--- config.mk ---
export PLATFORM = sky130hd
export DESIGN_NAME = keyed_list_table
export DESIGN_NICKNAME = d
export VERILOG_FILES = /design/src/rtl/core/kl_pkg.sv /design/src/rtl/core/kl_cell.sv /design/src/rtl/core/kl_ctrl.sv /design/src/rtl/core/keyed_list_table.sv
export SDC_FILE = /design/constraint.sdc
export NUM_CORES = 2
export LEC_CHECK = 0
export BUFFER_PORTS_ARGS = -buffer_cell sky130_fd_sc_hd__buf_2
export CELL_PAD_IN_SITES_DETAIL_PLACEMENT = 1
export CELL_PAD_IN_SITES_GLOBAL_PLACEMENT = 1
export CORE_ASPECT_RATIO = 0.8
export CORE_UTILIZATION = 55
export CTS_CLUSTER_DIAMETER = 60
export DETAILED_ROUTE_END_ITERATION = 8
export PLACE_DENSITY_LB_ADDON = 0.1
export SLEW_MARGIN = 25
export SYNTH_ARGS = -nofsm -noshare
export SYNTH_HDL_FRONTEND = slang
export SYNTH_HIERARCHICAL = 1
export SYNTH_SLANG_ARGS = --single-unit
--- constraint.sdc ---
create_clock -name clk -period 18.8 [get_ports clk]
set_input_delay 0 -clock clk [delete_from_list [all_inputs] [get_ports clk]]
set_output_delay 0 -clock clk [all_outputs]
set_load 0.01 [all_outputs]
--- src/rtl/core/kl_pkg.sv ---
// Package for the keyed list table: sizes, operation and status codes,
// controller states and the control word broadcast to the row of cells.
// No dependencies.
`timescale 1ns / 1ps

package kl_pkg;

  // list geometry
  localparam int DEPTH = 16;
  localparam int IDXW  = (DEPTH > 1) ? $clog2(DEPTH) : 1;
  localparam int CNTW  = $clog2(DEPTH + 1);

  // field widths
  localparam int KEYW = 32;
  localparam int OPW  = 3;
  localparam int STW  = 3;
  localparam int POSW = 6;

  // operation codes
  localparam logic [OPW-1:0] OP_APPEND = 3'd0;
  localparam logic [OPW-1:0] OP_FIND   = 3'd1;
  localparam logic [OPW-1:0] OP_REMOVE = 3'd2;
  localparam logic [OPW-1:0] OP_SORT   = 3'd3;
  localparam logic [OPW-1:0] OP_DUMP   = 3'd4;

  // status codes
  localparam logic [STW-1:0] STAT_OK        = 3'd0;
  localparam logic [STW-1:0] STAT_NOT_FOUND = 3'd1;
  localparam logic [STW-1:0] STAT_BAD_INDEX = 3'd2;
  localparam logic [STW-1:0] STAT_FULL      = 3'd3;
  localparam logic [STW-1:0] STAT_EMPTY     = 3'd4;

  typedef enum logic [1:0] {
    ST_IDLE,
    ST_FIND,
    ST_SORT,
    ST_DUMP
  } state_t;

  typedef enum logic [2:0] {
    CMD_HOLD,
    CMD_LOAD,
    CMD_REMOVE,
    CMD_ROTATE,
    CMD_SORT
  } cell_cmd_t;

  typedef struct packed {
    cell_cmd_t              cmd;
    logic signed [KEYW-1:0] key;
    logic [IDXW-1:0]        slot;
    logic [CNTW-1:0]        count;
    logic                   phase_odd;
    logic                   descending;
  } cell_ctl_t;

endpackage

--- src/rtl/core/kl_cell.sv ---
// One cell of the key row: holds a single key, loads it from ctl and
// trades it with neighbours for removal, rotation and odd-even sort steps.
// Depends on kl_pkg.
`timescale 1ns / 1ps

module kl_cell (
  input  logic                           clk,
  input  kl_pkg::cell_ctl_t              ctl,
  input  logic [kl_pkg::IDXW-1:0]        pos,
  input  logic signed [kl_pkg::KEYW-1:0] left_key,
  input  logic                           left_swap,
  input  logic signed [kl_pkg::KEYW-1:0] right_key,
  output logic signed [kl_pkg::KEYW-1:0] key,
  output logic                           swap
);

  logic [kl_pkg::CNTW-1:0] pos_ext;
  logic                    leader;
  logic                    out_of_order;

  assign pos_ext = kl_pkg::CNTW'(pos);

  // lead a compare-exchange with the right neighbour on this phase
  assign leader = (pos[0] == ctl.phase_odd) &&
                  ((pos_ext + kl_pkg::CNTW'(1)) < ctl.count);
  assign out_of_order = ctl.descending ? (key < right_key) : (right_key < key);
  assign swap = leader && out_of_order;

  // update the held key
  always_ff @(posedge clk) begin
    case (ctl.cmd)
      kl_pkg::CMD_LOAD: begin
        if (pos == ctl.slot) key <= ctl.key;
      end
      kl_pkg::CMD_REMOVE: begin
        if (pos >= ctl.slot) key <= right_key;
      end
      kl_pkg::CMD_ROTATE: begin
        key <= right_key;
      end
      kl_pkg::CMD_SORT: begin
        if (swap) key <= right_key;
        else if (left_swap) key <= left_key;
      end
      default: begin
      end
    endcase
  end

endmodule

--- src/rtl/core/kl_ctrl.sv ---
// Controller of the key row: takes transactions, sequences find, sort and
// dump over the ring of cells and holds the result register.
// Depends on kl_pkg.
`timescale 1ns / 1ps

module kl_ctrl (
  input  logic                           clk,
  input  logic                           rst,
  input  logic                           in_valid,
  output logic                           in_stall,
  input  logic [kl_pkg::OPW-1:0]         op,
  input  logic signed [kl_pkg::KEYW-1:0] key_in,
  input  logic [kl_pkg::POSW-1:0]        index_in,
  input  logic                           descending,
  output logic                           out_valid,
  input  logic                           out_stall,
  output logic [kl_pkg::STW-1:0]         status,
  output logic [kl_pkg::POSW-1:0]        index_out,
  output logic signed [kl_pkg::KEYW-1:0] key_out,
  output logic                           last,
  input  logic signed [kl_pkg::KEYW-1:0] head_key,
  output kl_pkg::cell_ctl_t              ctl
);

  kl_pkg::state_t                 state, state_next;
  logic [kl_pkg::CNTW-1:0]        count, count_next;
  logic [kl_pkg::IDXW-1:0]        step, step_next;
  logic                           found, found_next;
  logic [kl_pkg::IDXW-1:0]        found_idx, found_idx_next;
  logic signed [kl_pkg::KEYW-1:0] mkey, mkey_next;
  logic                           desc, desc_next;

  logic                           out_free;
  logic                           accept;
  logic                           step_last;
  logic                           step_in;
  logic                           hit;
  logic                           emit;
  logic [kl_pkg::STW-1:0]         e_status;
  logic [kl_pkg::POSW-1:0]        e_idx;
  logic signed [kl_pkg::KEYW-1:0] e_key;
  logic                           e_last;

  assign out_free  = !out_valid || !out_stall;
  assign in_stall  = !((state == kl_pkg::ST_IDLE) && out_free);
  assign accept    = in_valid && !in_stall;
  assign step_last = (step == kl_pkg::IDXW'(kl_pkg::DEPTH - 1));
  assign step_in   = kl_pkg::CNTW'(step) < count;
  assign hit       = step_in && !found && (head_key == mkey);

  // next state, cell command and result
  always_comb begin
    state_next     = state;
    count_next     = count;
    step_next      = step;
    found_next     = found;
    found_idx_next = found_idx;
    mkey_next      = mkey;
    desc_next      = desc;
    emit           = 1'b0;
    e_status       = kl_pkg::STAT_OK;
    e_idx          = '0;
    e_key          = '0;
    e_last         = 1'b1;
    ctl.cmd        = kl_pkg::CMD_HOLD;
    ctl.key        = key_in;
    ctl.slot       = count[kl_pkg::IDXW-1:0];
    ctl.count      = count;
    ctl.phase_odd  = step[0];
    ctl.descending = desc;

    case (state)
      kl_pkg::ST_IDLE: begin
        if (accept) begin
          case (op)
            kl_pkg::OP_APPEND: begin
              emit = 1'b1;
              if (count == kl_pkg::CNTW'(kl_pkg::DEPTH)) begin
                e_status = kl_pkg::STAT_FULL;
              end else begin
                ctl.cmd    = kl_pkg::CMD_LOAD;
                count_next = count + kl_pkg::CNTW'(1);
              end
            end
            kl_pkg::OP_FIND: begin
              mkey_next  = key_in;
              found_next = 1'b0;
              step_next  = '0;
              state_next = kl_pkg::ST_FIND;
            end
            kl_pkg::OP_REMOVE: begin
              emit = 1'b1;
              if (7'(index_in) >= 7'(count)) begin
                e_status = kl_pkg::STAT_BAD_INDEX;
              end else begin
                ctl.cmd    = kl_pkg::CMD_REMOVE;
                ctl.slot   = index_in[kl_pkg::IDXW-1:0];
                count_next = count - kl_pkg::CNTW'(1);
              end
            end
            kl_pkg::OP_SORT: begin
              desc_next  = descending;
              step_next  = '0;
              state_next = kl_pkg::ST_SORT;
            end
            kl_pkg::OP_DUMP: begin
              if (count == '0) begin
                emit     = 1'b1;
                e_status = kl_pkg::STAT_EMPTY;
              end else begin
                step_next  = '0;
                state_next = kl_pkg::ST_DUMP;
              end
            end
            default: begin
            end
          endcase
        end
      end

      // rotate the ring once per cycle, unless a stalled output holds the last step, and watch the head cell
      kl_pkg::ST_FIND: begin
        if (!step_last || out_free) begin
          ctl.cmd   = kl_pkg::CMD_ROTATE;
          step_next = step + kl_pkg::IDXW'(1);
          if (hit) begin
            found_next     = 1'b1;
            found_idx_next = step;
          end
          if (step_last) begin
            emit       = 1'b1;
            state_next = kl_pkg::ST_IDLE;
            if (found) begin
              e_idx = kl_pkg::POSW'(found_idx);
            end else if (hit) begin
              e_idx = kl_pkg::POSW'(step);
            end else begin
              e_status = kl_pkg::STAT_NOT_FOUND;
            end
          end
        end
      end

      // one odd-even transposition phase per cycle, unless a stalled output holds the last phase
      kl_pkg::ST_SORT: begin
        if (!step_last || out_free) begin
          ctl.cmd   = kl_pkg::CMD_SORT;
          step_next = step + kl_pkg::IDXW'(1);
          if (step_last) begin
            emit       = 1'b1;
            state_next = kl_pkg::ST_IDLE;
          end
        end
      end

      // emit the head cell while it holds a stored key, then rotate
      kl_pkg::ST_DUMP: begin
        if (!step_in || out_free) begin
          ctl.cmd   = kl_pkg::CMD_ROTATE;
          step_next = step + kl_pkg::IDXW'(1);
          if (step_in) begin
            emit   = 1'b1;
            e_idx  = kl_pkg::POSW'(step);
            e_key  = head_key;
            e_last = (kl_pkg::CNTW'(step) + kl_pkg::CNTW'(1)) == count;
          end
          if (step_last) state_next = kl_pkg::ST_IDLE;
        end
      end

      default: begin
        state_next = kl_pkg::ST_IDLE;
      end
    endcase
  end

  // control registers
  always_ff @(posedge clk) begin
    if (rst) begin
      state     <= kl_pkg::ST_IDLE;
      count     <= '0;
      found     <= 1'b0;
      out_valid <= 1'b0;
    end else begin
      state <= state_next;
      count <= count_next;
      found <= found_next;
      if (emit) out_valid <= 1'b1;
      else if (!out_stall) out_valid <= 1'b0;
    end
  end

  // working and result payload
  always_ff @(posedge clk) begin
    step      <= step_next;
    found_idx <= found_idx_next;
    mkey      <= mkey_next;
    desc      <= desc_next;
    if (emit) begin
      status    <= e_status;
      index_out <= e_idx;
      key_out   <= e_key;
      last      <= e_last;
    end
  end

endmodule

--- src/rtl/core/keyed_list_table.sv ---
// Keyed list table: append, remove and the full, bad-index and empty-dump
// answers are registered and show in the cycle after acceptance; find and
// sort walk the whole ring and answer after its last step; dump shows the
// stored keys in position order. Short operations take one transaction
// per cycle while out_stall is low; find, sort and dump stall input until done.
// Reset clears the key count and control state; stored keys are not cleared.
`timescale 1ns / 1ps

module keyed_list_table (
  input  logic                           clk,
  input  logic                           rst,
  input  logic                           in_valid,
  output logic                           in_stall,
  input  logic [kl_pkg::OPW-1:0]         op,
  input  logic signed [kl_pkg::KEYW-1:0] key_in,
  input  logic [kl_pkg::POSW-1:0]        index_in,
  input  logic                           descending,
  output logic                           out_valid,
  input  logic                           out_stall,
  output logic [kl_pkg::STW-1:0]         status,
  output logic [kl_pkg::POSW-1:0]        index_out,
  output logic signed [kl_pkg::KEYW-1:0] key_out,
  output logic                           last
);

  kl_pkg::cell_ctl_t              ctl;
  logic signed [kl_pkg::KEYW-1:0] cell_key  [kl_pkg::DEPTH];
  logic                           cell_swap [kl_pkg::DEPTH];

  kl_ctrl u_ctrl (
    .clk        (clk),
    .rst        (rst),
    .in_valid   (in_valid),
    .in_stall   (in_stall),
    .op         (op),
    .key_in     (key_in),
    .index_in   (index_in),
    .descending (descending),
    .out_valid  (out_valid),
    .out_stall  (out_stall),
    .status     (status),
    .index_out  (index_out),
    .key_out    (key_out),
    .last       (last),
    .head_key   (cell_key[0]),
    .ctl        (ctl)
  );

  // ring of cells, each wired to both neighbours
  for (genvar g = 0; g < kl_pkg::DEPTH; g++) begin : g_cell
    kl_cell u_cell (
      .clk       (clk),
      .ctl       (ctl),
      .pos       (kl_pkg::IDXW'(g)),
      .left_key  (cell_key[(g + kl_pkg::DEPTH - 1) % kl_pkg::DEPTH]),
      .left_swap (cell_swap[(g + kl_pkg::DEPTH - 1) % kl_pkg::DEPTH]),
      .right_key (cell_key[(g + 1) % kl_pkg::DEPTH]),
      .key       (cell_key[g]),
      .swap      (cell_swap[g])
    );
  end

endmodule
---- After elaboration in Yosys (flattened, before gate mapping) ----
Cells that the tools add are included.
storage, ports and cells
  bits in registers ....................... 604
  input port bits ......................... 46
  output and inout port bits .............. 44
  word-level logic and storage cells ...... 424
cells by class
  add/sub/neg operators ................... 4
  magnitude comparators ................... 66
  equality and inequality tests ........... 90
  multiplexer cells ....................... 156
  bitwise gates (word level) .............. 1
  reduce and logical (&&, ||, !) cells .... 79
operator list
  kind                                                                                 count
  32-bit two-way mux                                                                   64
  32-bit one-hot mux with 4 select lines                                               16
  32-bit less-than comparator                                                          32
  2-bit by 1-bit != test with 1-bit output (second input constant)                     38
  4-bit AND reduction                                                                  16
  3-bit by 1-bit != test with 1-bit output (second input constant)                     16
  4-bit by 5-bit less-than comparator with 1-bit output (first input constant)         8
  4-bit two-way mux                                                                    10
  1-bit logical AND                                                                    36
  32-bit equality test                                                                 1
  4-bit equality test (first input constant)                                           8
  4-bit greater-or-equal comparator (first input constant)                             8
  1-bit two-way mux                                                                    30
  6-bit two-way mux                                                                    4
  3-bit two-way mux                                                                    7
  3-bit by 5-bit less-than comparator with 1-bit output (first input constant)         4
  2-bit two-way mux                                                                    10
  5-bit AND reduction                                                                  4
  3-bit by 4-bit equality test with 1-bit output (first input constant)                4
  3-bit by 4-bit greater-or-equal comparator with 1-bit output (first input constant)  4
  3-bit by 2-bit equality test with 1-bit output (second input constant)               4
  2-bit one-hot mux with 3 select lines                                                2
  3-bit one-hot mux with 2 select lines                                                2
  3-bit one-hot mux with 4 select lines                                                1
  42 further kinds                                                                     67

---- Longest topological paths before layout ----
  depth after elaboration ................. 9
  mapped depth ............................ 16
  mapped depth without buffers ............ 14

---- Hierarchy ----
The synthesis kept the hierarchy.
by module, submodules not included
  module                           instances  cells an instance  area each (um^2)  sequential area each (um^2)
  kl_cell (g_cell[12].u_cell ...)  11         274                2760.1            960.9
  kl_cell (g_cell[0].u_cell ...)   5          264                2686.3            960.9
  kl_ctrl                          1          386                4722.0            2612.5
  keyed_list_table                 1          2                  7.5               0.0

---- Least setup slack after synthesis ----
No wires, ideal clock.
  path type ............................... reg2reg
  start point ............................. register u_ctrl/count[3] (netlist name)
  end point ............................... register g_cell[0].u_cell/key[0] (netlist name), enable pin
  arrival time ............................ 5.759 ns
  path slack .............................. 12.571 ns
  stages on the path, launching flop included .. 14
  period minus slack after synthesis ...... 6.229 ns
  cell sequence ........................... dfxtp_1 inv_1 ha_1 a21o_1 a211oi_2 o211ai_4 nand2_1 o21ai_0 ha_1 nand2b_1 a21o_1 a21o_1 a211oi_1 o31ai_1
RTL lines
  element                 RTL line        source
  start, declared         kl_ctrl.sv:26   logic [kl_pkg::CNTW-1:0] count, count_next;
  start signal, assigned  kl_ctrl.sv:186  count <= count_next;
  end signal, assigned    kl_cell.sv:33   if (pos == ctl.slot) key <= ctl.key;
  end signal, assigned    kl_cell.sv:36   if (pos >= ctl.slot) key <= right_key;
  end signal, assigned    kl_cell.sv:39   key <= right_key;
  end, declared           kl_cell.sv:13   output logic signed [kl_pkg::KEYW-1:0] key,

==> impl_results.md <==
- Outcome: completed
- Maximum number of pins on one net before global-route repair: 49
- Overflow left after global routing: 0
- Pleak: 22.9 nW
- CP cell instances: buf_4, inv_1, ha_1, a21o_1, a211oi_2, o211a_4, nand2_1, o21ai_4, buf_4, inv_1, ha_1, and3_1, a31oi_1, o31ai_1, o31a_1, buf_4
- Reg clk slew, reported paths: 0.07 ns
- Combined buffer and inverter count along the critical path: 5
- Avg Vias per Cell: 6.86
- Tightest Pin Transition: 1.18 ns
- Maximum Capacitance Violations: 0
- Starting utilization of the core area: 55.5%
- CTS H-Tree Depth: 3
- Highest achievable clock rate: 182 MHz
- Post-CTS resize count: 0
- Worst path max stage delay: 0.73 ns
- WL/cell: 30.3 µm
- Type of the most critical hold path: in -> reg
- Period utilization: 29.2%
- Crit path top cell by count: sky130_fd_sc_hd__buf_4
- Post-layout min period: 5.49 ns
- Cell with the largest stage delay on the worst path: sky130_fd_sc_hd__o31a_1
- Floorplan die height: 268 µm
- Total Wirelength: 191000 µm
- Main synth FF type: sky130_fd_sc_hd__edfxtp_1
- Number of global-route vias before repair: 42900
- Synthesized cell area: 48500 µm²
- Number of nets in the layout: 5750
- Gr usage total: 41.9%
- Final weighted congestion in routability-driven placement: 0.988
- Endpoint required time on the critical path: 19.12 ns
- Area delta synth->final: 10.4%
- Headroom to the max-slew limit: 20.8%
- Clock tree from TritonCTS: built
- Average cell area after synthesis: 10.3 µm²
- Worst slack, placed: 13.56 ns
- Number of top-level pins: 90
- Number of enable-type register cells in the synthesized netlist: 593
- Number of distinct library cell variants in the gate-level netlist after synthesis: 73
- Clock root buffer: sky130_fd_sc_hd__clkbuf_16
- Maximum vdd ir drop: 0.0606 mV
- Critical path arrival: 5.82 ns
- Critical Path Fanout Max: 22
- CTS Buf Count: 69
- Max-slew violation total from the final report: 0
- Setup repair after global routing missed its margin: no
- Later-pin clock latency in the skew report: 0.66 ns
- Delay-heaviest family, CP: compound AO/OA/AOI/OAI gates
- Final setup TNS: 0 ns
- Row count: 97
- Ys async rst share: 0%
- Setup violators final: 0
- Register bit count reported by yosys: 602
- TritonCTS sink count: 602
- Sequential-to-total area share from yosys stat: 37.1%
- Worst setup EP type: flip-flop
- Initial DRT Pass Iterations: 9
- Violation count after the first detailed-route iteration: 5568
- Core outline area: 87500 µm²
- Synth warnings: 6
- Min setup slack post-route: 13.31 ns
- Fraction of final layout cells sized beyond drive strength 1: 6.90%
- Total count of hold-check failures in the final report: 0
- Wire length of the first global-routing pass: 278000 µm
- Final setup skew: 0.0381 ns
- Area of the die: 89400 µm²
- Number of remaining DRC errors: 0
- Crit path launch type: flip-flop
- Die X-Extent: 334 µm
- Post-synthesis instance total: 4722
- Antenna-violating nets left: 0
- Count of buffers from port buffering: 87
- Pwr dens: 64.3 nW/µm²
- Antenna violations before repair: 18
- Worst-case clock buffer depth: 3
- Setup CP Type: reg -> reg
- Final HPWL from detailed placement: 136000 µm
- Total via count after detailed routing: 43200
per-stage QoR:
step | power, W | area, µm² | cells | hold slack, ns | utilization, %
global route | 0.00351 | 53500 | 6282 | 0.0314 | 61.1
finish | 0.00344 | 53500 | 6307 | 0.0857 | 61.2
detailed placement | 0.00200 | 50700 | 6104 | 0.179 | 58.0
global placement | 0.00198 | 50700 | 6102 | 0.178 | 58.0
CTS | 0.00340 | 53400 | 6271 | 0.00589 | 61.1
floorplan | 0.00185 | 49400 | 4961 | 0.0989 | -
routing by layer:
metal  vias up  part of all wire [%]  track usage (%)
met5         -                 0.080            0.818
met4        10                   5.8             23.2
met3       621                    12             12.0
met2      2683                    44             63.8
met1     21600                    39             53.5
li1      18300                     -                -
layout by cell type, fill, tap and decap left out, types with 72 or more instances in the layout:
master                        n
sky130_fd_sc_hd__inv_1      674
sky130_fd_sc_hd__ha_1       673
sky130_fd_sc_hd__edfxtp_1   593
sky130_fd_sc_hd__and2_1     555
sky130_fd_sc_hd__a221o_1    528
sky130_fd_sc_hd__conb_1     242
sky130_fd_sc_hd__a21oi_1    183
sky130_fd_sc_hd__nand4_1    157
sky130_fd_sc_hd__nand2_1    120
sky130_fd_sc_hd__nor2_1      96
sky130_fd_sc_hd__a21o_1      96
sky130_fd_sc_hd__buf_2       87
sky130_fd_sc_hd__nand3_1     78
sky130_fd_sc_hd__buf_4       75
sky130_fd_sc_hd__clkbuf_16   73
sky130_fd_sc_hd__o21ai_0     72
state kept, by name, summed over array words and instances (netlist names), 2 cells and up:
register and cells:
u_ctrl/found_idx 4, u_ctrl/mkey 32, u_ctrl/status 3, u_ctrl/step 4, u_ctrl/key_out 32, u_ctrl/index_out 4
u_ctrl/count 5, u_ctrl/state 2, g_cell.u_cell/key 512
path summary, 6_finish.rpt:
check	from	to	slack (ns)	cells after the start
hold / removal	key_in[12]	u_ctrl/mkey[12]	0.09	1
hold reg to reg	u_ctrl/state[0]	u_ctrl/state[0]	0.56	2
setup / recovery	u_ctrl/count[3]	g_cell[4].u_cell/key[1]	13.31	16
setup reg to reg	u_ctrl/count[3]	g_cell[4].u_cell/key[1]	13.31	16
report_power, final:
| part | internal, W | leakage, nW | switching [W] | total, W |
|---|---|---|---|---|
| clock | 0.000799 | 1.10 | 0.000633 | 0.00143 |
| sequential | 0.00151 | 5.43 | 0.0000397 | 0.00155 |
| combinational | 0.000188 | 16.4 | 0.000275 | 0.000463 |
cell usage after synthesis (25+ instances only):
| master | n | area [µm²] |
|---|---|---|
| sky130_fd_sc_hd__nand4_1 | 157 | 982 |
| sky130_fd_sc_hd__a21oi_1 | 183 | 916 |
| sky130_fd_sc_hd__buf_6 | 54 | 608 |
| sky130_fd_sc_hd__a21boi_0 | 29 | 218 |
| sky130_fd_sc_hd__and2_1 | 555 | 3470 |
| sky130_fd_sc_hd__a221o_1 | 528 | 5290 |
| sky130_fd_sc_hd__a21o_1 | 101 | 758 |
| sky130_fd_sc_hd__o211ai_1 | 27 | 203 |
| sky130_fd_sc_hd__edfxtp_1 | 593 | 17800 |
| sky130_fd_sc_hd__and4_1 | 33 | 289 |
| sky130_fd_sc_hd__a211oi_1 | 50 | 375 |
| sky130_fd_sc_hd__o31ai_1 | 34 | 255 |
| sky130_fd_sc_hd__o21ai_0 | 77 | 385 |
| sky130_fd_sc_hd__a221oi_1 | 27 | 236 |
| sky130_fd_sc_hd__xnor2_1 | 47 | 412 |
| sky130_fd_sc_hd__nand2_1 | 120 | 450 |
| sky130_fd_sc_hd__a31oi_1 | 28 | 175 |
| sky130_fd_sc_hd__buf_2 | 60 | 300 |
| sky130_fd_sc_hd__clkbuf_1 | 51 | 191 |
| sky130_fd_sc_hd__nor2b_1 | 55 | 344 |
| sky130_fd_sc_hd__ha_1 | 673 | 8420 |
| sky130_fd_sc_hd__nor2_1 | 96 | 360 |
| sky130_fd_sc_hd__nor4_1 | 25 | 156 |
| sky130_fd_sc_hd__and3_1 | 46 | 288 |
| sky130_fd_sc_hd__inv_1 | 674 | 2530 |
| sky130_fd_sc_hd__buf_4 | 39 | 293 |
| sky130_fd_sc_hd__xor2_1 | 40 | 350 |
| sky130_fd_sc_hd__nand3_1 | 78 | 390 |
final cells by class:
class                      count  area, µm²
timing repair buffer         204       1420
sequential                   602      18000
antenna                       35       87.6
clock buffer                  83       1870
tap                         1188       1490
clock inverter                42        400
inverter                     675       2530
multi-input combinational   3478      27800
fill                        9648      34000
kinds of logic after synthesis:
kind of cell | after synthesis | synth area share, %
other cells | 3 | 0.0232
simple gates | 1277 | 15.6
buf+inv | 881 | 8.11
flops | 602 | 37.1
compound gates | 1192 | 20.1
fa+ha+maj | 674 | 17.4
xor+xnor | 87 | 1.57
mux | 6 | 0.165
timing repair:
| action | 4_1_cts | 5_1_grt |
|---|---|---|
| hold buffers | 42 | 0 |
| endpoints found under the hold margin | 48 | 0 |
| setup buffers | 0 | 0 |
No activity file was read; power rests on OpenSTA's default activity.
